[src/hdl/tgs_pkg.sv]
// Shared types, codes and widths of the tile grid store.
package tgs_pkg;

  // Fixed field widths.
  localparam int CMD_W      = 3;
  localparam int TYPE_W     = 4;
  localparam int GRID_W     = 7;
  localparam int BLK_W      = 8;
  localparam int CRD_W      = 18;
  localparam int IN_DATA_W  = 104;
  localparam int OUT_USED_W = 37;
  localparam int OUT_DATA_W = 40;
  localparam int CFG_IDX_W  = 2;
  localparam int CFG_DATA_W = 8;
  localparam int SLOT_W     = 4;

  // Default grid capacity.
  localparam int DEF_MAX_COLUMNS = 64;
  localparam int DEF_MAX_ROWS    = 64;

  // Quotient bits produced by the divider, one per cycle.
  localparam int DIV_STEPS = 17;

  // Command codes.
  localparam logic [CMD_W-1:0] CMD_READ      = 3'd0;
  localparam logic [CMD_W-1:0] CMD_NEIGH     = 3'd1;
  localparam logic [CMD_W-1:0] CMD_WRITE_IDX = 3'd2;
  localparam logic [CMD_W-1:0] CMD_WRITE_POS = 3'd3;
  localparam logic [CMD_W-1:0] CMD_FILL      = 3'd4;

  // Cell type codes used by the logic.
  localparam logic [TYPE_W-1:0] TYPE_NONE  = 4'd0;
  localparam logic [TYPE_W-1:0] TYPE_SOLID = 4'd2;

  // Register indexes.
  localparam logic [CFG_IDX_W-1:0] CFG_GRID_COLUMNS = 2'd0;
  localparam logic [CFG_IDX_W-1:0] CFG_GRID_ROWS    = 2'd1;
  localparam logic [CFG_IDX_W-1:0] CFG_BLOCK_WIDTH  = 2'd2;
  localparam logic [CFG_IDX_W-1:0] CFG_BLOCK_HEIGHT = 2'd3;

  // Register reset values.
  localparam logic [GRID_W-1:0] GRID_COLUMNS_RST = 7'd64;
  localparam logic [GRID_W-1:0] GRID_ROWS_RST    = 7'd64;
  localparam logic [BLK_W-1:0]  BLOCK_WIDTH_RST  = 8'd16;
  localparam logic [BLK_W-1:0]  BLOCK_HEIGHT_RST = 8'd16;

  // Read slots: slot 0 is the addressed cell, the neighbours follow.
  localparam logic [SLOT_W-1:0] SLOT_CENTER = 4'd0;
  localparam logic [SLOT_W-1:0] SLOT_LAST   = 4'd8;

  // Commands from the controller to the datapath.
  typedef struct packed {
    logic              clear;
    logic              take;
    logic              rd_issue;
    logic [SLOT_W-1:0] rd_slot;
    logic              wr_idx;
    logic              div_start;
    logic              div_second;
    logic              wr_pos;
    logic              fill_setup;
    logic              fill_step;
    logic              load_out;
  } ctl_t;

  // Status from the datapath to the controller.
  typedef struct packed {
    logic clear_last;
    logic div_done;
    logic region_ok;
    logic fill_last;
    logic out_free;
  } stat_t;

endpackage

[src/hdl/tgs_ctrl.sv]
// Controller: sequences the clearing pass and each command over the datapath.
module tgs_ctrl (
  input  logic                        clk,
  input  logic                        rst,
  input  logic                        s_axis_tvalid,
  output logic                        s_axis_tready,
  input  logic [tgs_pkg::CMD_W-1:0]   s_axis_tuser,
  input  tgs_pkg::stat_t              stat,
  output tgs_pkg::ctl_t               ctl
);
  import tgs_pkg::*;

  typedef enum logic [12:0] {
    S_CLEAR      = 13'b0000000000001,
    S_IDLE       = 13'b0000000000010,
    S_READ       = 13'b0000000000100,
    S_READ_WAIT  = 13'b0000000001000,
    S_WRITE      = 13'b0000000010000,
    S_DIV1       = 13'b0000000100000,
    S_DIV1_WAIT  = 13'b0000001000000,
    S_WRITE_POS  = 13'b0000010000000,
    S_DIV2       = 13'b0000100000000,
    S_DIV2_WAIT  = 13'b0001000000000,
    S_FILL_SETUP = 13'b0010000000000,
    S_FILL       = 13'b0100000000000,
    S_RESULT     = 13'b1000000000000
  } state_t;

  state_t            state;
  state_t            state_next;
  logic [SLOT_W-1:0] rd_cnt;
  logic [SLOT_W-1:0] rd_cnt_next;
  logic              is_nb;
  logic              is_nb_next;
  logic              is_fill;
  logic              is_fill_next;

  always_ff @(posedge clk) begin
    if (rst) begin
      state   <= S_CLEAR;
      rd_cnt  <= '0;
      is_nb   <= 1'b0;
      is_fill <= 1'b0;
    end else begin
      state   <= state_next;
      rd_cnt  <= rd_cnt_next;
      is_nb   <= is_nb_next;
      is_fill <= is_fill_next;
    end
  end

  assign s_axis_tready = (state == S_IDLE);

  // Next state and datapath commands.
  always_comb begin
    state_next   = state;
    rd_cnt_next  = rd_cnt;
    is_nb_next   = is_nb;
    is_fill_next = is_fill;
    ctl          = '0;
    ctl.rd_slot  = rd_cnt;
    case (state)
      S_CLEAR: begin
        ctl.clear = 1'b1;
        if (stat.clear_last) begin
          state_next = S_IDLE;
        end
      end
      S_IDLE: begin
        if (s_axis_tvalid) begin
          ctl.take     = 1'b1;
          rd_cnt_next  = '0;
          is_nb_next   = (s_axis_tuser == CMD_NEIGH);
          is_fill_next = (s_axis_tuser == CMD_FILL);
          case (s_axis_tuser)
            CMD_READ, CMD_NEIGH:     state_next = S_READ;
            CMD_WRITE_IDX:           state_next = S_WRITE;
            CMD_WRITE_POS, CMD_FILL: state_next = S_DIV1;
            default:                 state_next = S_RESULT;
          endcase
        end
      end
      S_READ: begin
        ctl.rd_issue = 1'b1;
        if (rd_cnt == (is_nb ? SLOT_LAST : SLOT_CENTER)) begin
          state_next = S_READ_WAIT;
        end else begin
          rd_cnt_next = rd_cnt + 1'b1;
        end
      end
      S_READ_WAIT: begin
        state_next = S_RESULT;
      end
      S_WRITE: begin
        ctl.wr_idx = 1'b1;
        state_next = S_RESULT;
      end
      S_DIV1: begin
        ctl.div_start = 1'b1;
        state_next    = S_DIV1_WAIT;
      end
      S_DIV1_WAIT: begin
        if (stat.div_done) begin
          state_next = is_fill ? S_DIV2 : S_WRITE_POS;
        end
      end
      S_WRITE_POS: begin
        ctl.wr_pos = 1'b1;
        state_next = S_RESULT;
      end
      S_DIV2: begin
        ctl.div_start  = 1'b1;
        ctl.div_second = 1'b1;
        state_next     = S_DIV2_WAIT;
      end
      S_DIV2_WAIT: begin
        if (stat.div_done) begin
          state_next = S_FILL_SETUP;
        end
      end
      S_FILL_SETUP: begin
        ctl.fill_setup = 1'b1;
        state_next     = stat.region_ok ? S_FILL : S_RESULT;
      end
      S_FILL: begin
        ctl.fill_step = 1'b1;
        if (stat.fill_last) begin
          state_next = S_RESULT;
        end
      end
      S_RESULT: begin
        if (stat.out_free) begin
          ctl.load_out = 1'b1;
          state_next   = S_IDLE;
        end
      end
      default: begin
        state_next = S_IDLE;
      end
    endcase
  end

endmodule

[config.mk]
export PLATFORM = sky130hd
export DESIGN_NAME = tgs_ctrl
export DESIGN_NICKNAME = d
export VERILOG_FILES = /design/src/hdl/tgs_pkg.sv /design/src/hdl/tgs_ctrl.sv
export SDC_FILE = /design/constraint.sdc
export NUM_CORES = 1
export LEC_CHECK = 0
export BUFFER_PORTS_ARGS = -buffer_cell sky130_fd_sc_hd__buf_2
export CAP_MARGIN = 20
export CORE_MARGIN = 1.5
export CORE_UTILIZATION = 50
export CTS_BUF_LIST = sky130_fd_sc_hd__clkbuf_16
export DETAILED_ROUTE_END_ITERATION = 16
export PLACE_DENSITY = 0.71
export SLEW_MARGIN = 25
export SYNTH_ARGS = -nofsm -noshare
export SYNTH_HDL_FRONTEND = slang
export SYNTH_SLANG_ARGS = --single-unit
[constraint.sdc]
create_clock -name clk -period 4.2 [get_ports clk]
set_input_delay 0 -clock clk [delete_from_list [all_inputs] [get_ports clk]]
set_output_delay 0 -clock clk [all_outputs]
set_load 0.01 [all_outputs]
After elaboration in Yosys (flattened, before gate mapping)
Index checks and enable logic that the tools add are counted.
{ "word_totals": {"regBits": 19, "wordCells": 67, "input_bits": 11} }
{ "op_classes": {"mux": 27, "reduce_logical": 9, "addsub": 1, "eq_ne": 26} }
{ "ops": {"columns": ["cell", "n"], "rows": [
  ["13-bit one-hot mux with 11 select lines", 1],
  ["13-bit two-way mux", 8],
  ["13-bit one-hot mux with 3 select lines", 1],
  ["2-bit != test (second input constant)", 8],
  ["13-bit by 1-bit == test with 1-bit output (second input constant)", 1],
  ["13-bit by 10-bit == test with 1-bit output (second input constant)", 1],
  ["13-bit by 11-bit == test with 1-bit output (second input constant)", 1],
  ["13-bit by 12-bit == test with 1-bit output (second input constant)", 1],
  ["13-bit == test (second input constant)", 1],
  ["13-bit by 2-bit == test with 1-bit output (second input constant)", 1],
  ["13-bit by 3-bit == test with 1-bit output (second input constant)", 1],
  ["13-bit by 4-bit == test with 1-bit output (second input constant)", 1],
  ["13-bit by 5-bit == test with 1-bit output (second input constant)", 1],
  ["13-bit by 6-bit == test with 1-bit output (second input constant)", 1],
  ["13-bit by 7-bit == test with 1-bit output (second input constant)", 1],
  ["13-bit by 8-bit == test with 1-bit output (second input constant)", 1],
  ["13-bit by 9-bit == test with 1-bit output (second input constant)", 1],
  ["1-bit two-way mux", 12],
  ["4-bit two-way mux", 3],
  ["9-bit two-way mux", 1],
  ["4-bit one-hot mux with 2 select lines", 1],
  ["7-bit AND reduction", 1],
  ["3-bit by 2-bit == test with 1-bit output (second input constant)", 2],
  ["2-bit OR reduction", 3],
  ["9 further kinds", 9]
]} }

Longest topological paths before layout
{ "depth": {"word_depth": 5, "depth_mapped": 11, "depth_no_buf": 9} }

Least setup slack after synthesis
No wires, ideal clock.
{ "synth_timing": {"path_type": "register to register", "start": "register state[4]", "end": "register state[4]", "n_path_buf": 1, "synth_period_minus_slack_ns": 2.247, "slack_ns": 1.953, "stages_incl_launch_ff": 8, "arrival_ns": 2.174, "path_cell_list": "dfxtp_1 or4_1 buf_2 nor4_2 a211o_1 a2111oi_1 or3_4 nor3_2"} }
{ "synth_via": {"elab_chain_len": 3, "word_cells_on_any_way": 23, "cone_classes": "eq/ne (20); mux (1); reduce/logical (2)"} }
{ "synth_lines": {"columns": ["item", "line_no", "text"], "rows": [
  ["start, declared", "tgs_ctrl.sv:29", "state_t state;"],
  ["start signal, assigned", "tgs_ctrl.sv:45", "state <= state_next;"],
  ["13-bit by 8-bit == test with 1-bit output (tied with other cells)", "tgs_ctrl.sv:62", "case (state)"],
  ["3-bit OR reduction (no line) or 2-bit != test (tied branches)", null, null],
  ["13-bit one-hot mux with 11 select lines or 7-bit AND reduction (tied branches)", null, null]
]} }
Parallel ways exist; a longest one is shown, timed or not.
A chain may end at the register's enable or synchronous reset.

Final worst setup path
{ "layout_timing": {"start": "register state[9]", "end": "register state[12]"} }
The elaborated chain is that of the path after synthesis.

==> summary.md <==
| Metric | Value |
|---|---|
| Die Width | `roughly 53 um` |
| Total track usage | `0.259` |
| Final min period | `approximately 2.4 ns` |
| CTS max path bufs | `2` |
| Max-cap violations | `0` |
| Clk_skew | `0.00628 ns` |
| Pwr Density | `about 300 nW/um2` |
| FILL cells | `between 200 and 250` |
| FMAX | `between 400 and 500 MHz` |
| Total CTS buffers | `3` |
| Initial antenna violation count | `0` |
| CP Buf/Inv Count | `0` |
| CP Max Fanout | `9` |
| Sequential cell area | `between 300 and 400 um2` |
| Clk slew on worst S/H paths | `~0.060 ns` |
| Crit path top cell by count | `or3_4` |
| Synth Flop Type | `dfxtp_1` |
| Final Cycle Share | `0.582` |
| GP Congestion | `around 0.97` |
| Rows | `17` |
| Post-Syn Area | `1240 um2` |
| Placed cell count | `between 150 and 200` |
| Depth of the CTS H-tree | `1` |
| Final WS setup | `roughly 1.8 ns` |
| Die area | `2790 um2` |
| DP Wirelength | `around 2.4 mm` |
| Post-cts resize count | `0` |
| CP required | `4.33 ns` |
| Total grt overflow | `0` |
| Crit. End Element | `register` |
| Fin nets | `around 190` |
| Status | `finished clean` |
| Register area share after synthesis | `0.307` |
| DR vias | `roughly 1,300` |
| Area grow syn2layout | `16.7%` |
| Mapped Nets | `166` |
| DRC | `0` |
| Io pins | `26` |
| Commonest non-fill, non-tap cell in the layout | `buf_2` |
| Fin. Hold Viols | `0` |
| HP Class | `primary input to register` |
| Number of synthesized flops with an enable pin | `0` |
| Yosys reg bits | `19` |
| DRT Pass-1 Iters | `8` |
| Clock sink count | `19` |
| Async S/R FF share, synth | `0` |
| Static leakage power | `roughly 0.58 nW` |
| Starting density of the core | `0.545` |
| Crit path max-delay family | `simple AND/OR/NAND/NOR gates` |
| Cells along the critical path | `or4_1 -> or3_4 -> a211o_1 -> nand4bb_1 -> or3_4 -> o32ai_1` |
| Setup crit start kind | `register` |
| Fin cells | `roughly 200` |
| Final setup fails | `0` |
| Vias per cell | `between 6 and 7` |
| # diodes | `0` |
| Max incr delay on CP | `0.71 ns` |
| Max_slew headroom | `0.568` |
| Setup TNS | `0 ns` |
| WL/cell | `between 15 and 20 um` |
| Clock Tree Root | `clkbuf_16` |
| RSZ-0062 raised after global routing | `false` |
| Most frequent cells in the layout | `buf_2 (25), dfxtp_1 (19), nor2_1 (14), nand2_1 (13), a21oi_1 (11)` |
| Post-Route WL | `roughly 3.1 mm` |
| Area of the multi-input gates | `790 um2` |
| Post-CTS Setup Repair Bufs | `0` |
| Pwr Total | `437 uW` |
| Worst-Margin Slew | `approximately 0.64 ns` |
| Number of global-route vias before repair | `between 1,000 and 1,500` |
| Pin count of the biggest net entering global routing | `19` |
| Share of layout cells above drive strength 1 | `0.264` |
| WP data arrival | `about 2.6 ns` |
| Critical path class | `register to register` |
| Slowest CP cell | `or4_1` |
| Synth unique cells | `between 40 and 50` |
| Clk Latency, worst-skew pair | `between 0.2 and 0.3 ns` |
| Global-route wire length before repair | `5.27 mm` |
| DP Worst Slack | `roughly 1.8 ns` |
| Die height | `52.8 um` |
| Iter 0 DRT Violations | `26` |
| PortBufs | `25` |
| Core ar. | `2280 um2` |
| Detail Route Antenna Nets | `0` |
| TritonCTS clock tree | `done` |
| Syn_area_per_cell | `approximately 8.1 um2` |
| Yosys Warn Count | `0` |
| Max IR drop VDD | `around 0.25 mV` |
| Final number of max-transition violations | `0` |
| Post-Synthesis Cells | `between 150 and 200` |
[power breakdown]
part | switching [mW] | total [mW] | internal [mW]
clock | 0.0733 | 0.201 | 0.128
combinational | 0.0299 | 0.0490 | 0.0191
sequential | 0.00395 | 0.187 | 0.183
total | 0.107 | 0.437 | 0.330
[final timing paths]
| check | start | end | slack [ns] | cells past startpoint |
|---|---|---|---|---|
| worst min-delay path | stat[2] | state[11] | 0.0005 | 3 |
| worst max-delay path | state[9] | state[12] | 1.76 | 6 |
| worst min register to register | is_fill | state[7] | 0.46 | 1 |
| worst max register to register | state[9] | state[12] | 1.76 | 6 |
[cell type report]
| cell class | instances | area share |
|---|---|---|
| multi-input combinational | 118 | 0.546 |
| sequential | 19 | 0.263 |
| timing repair buffer | 26 | 0.0934 |
| clock buffer | 3 | 0.0519 |
| tap | 28 | 0.0242 |
| inverter | 7 | 0.0182 |
| clock inverter | 1 | 0.00346 |
[routing by layer]
metal | part of all wire | routed length (um) | vias up | global-route usage
li1 | - | - | 609 | -
met1 | 0.45 | 1410 | 591 | 0.336
met2 | 0.48 | 1520 | 52 | 0.425
met3 | 0.053 | 167 | 6 | 0.0371
met4 | 0.015 | 46 | 0 | 0.107
met5 | 0 | 0 | - | 0
[cells in the mapped netlist, types with 2 or more instances]
cell type / n / area (um2)
a211o_1: 2 / 17.5
a21oi_1: 11 / 55.1
buf_2: 2 / 10.0
clkbuf_1: 6 / 22.5
dfxtp_1: 19 / 380
ha_1: 2 / 25.0
inv_1: 5 / 18.8
inv_2: 2 / 7.51
nand2_1: 13 / 48.8
nand2b_1: 5 / 31.3
nand3_1: 4 / 20.0
nand4_1: 3 / 18.8
nor2_1: 14 / 52.6
nor3_1: 9 / 45.0
nor3_2: 2 / 20.0
nor3b_1: 2 / 15.0
nor4_1: 9 / 56.3
nor4_2: 4 / 50.1
nor4b_1: 2 / 17.5
o32ai_1: 2 / 17.5
or3_1: 3 / 18.8
or3_4: 2 / 22.5
or4_1: 3 / 22.5
or4b_1: 2 / 20.0
or4b_2: 5 / 50.1
xnor2_1: 3 / 26.3
xor2_1: 3 / 26.3
[logic make-up (layout without fill, tap and decap cells)]
family	Yosys count	after routing	synth area share
AOI/OAI and AO/OA	21	21	0.113
xor gates and xnor gates	6	6	0.0424
adders and majority gates	2	2	0.0202
buffers and inverters	16	37	0.0565
DFF	19	19	0.307
and+or+nand+nor	89	89	0.461
[sequential cells by signal, summed over array words and instances, names as in the netlist]
register / flops
state: 13
rd_cnt: 4
is_fill: 1
is_nb: 1
[what timing repair did]
item	CTS	global route
endpoints found under the setup margin	0	0
endpoints found under the hold margin	1	0
hold buffers	1	0
[worst register-to-register path: cells and delay by family (launching register included)]
| family | cells | cell delay, ns |
|---|---|---|
| compound gates | 2 | 0.36 |
| simple gates | 4 | 1.56 |
| flops | 1 | 0.40 |
[per-stage QoR]
stage	area [um2]	hold slack (ns)	util
2_1_floorplan	1240	0.0769	-
3_3_place_gp	1360	0.247	0.596
3_5_place_dp	1360	0.256	0.596
4_1_cts	1450	0.00758	0.636
5_1_grt	1450	0.0239	0.636
6_report	1450	0.000504	0.636
Power figures use the tool's default switching activity.
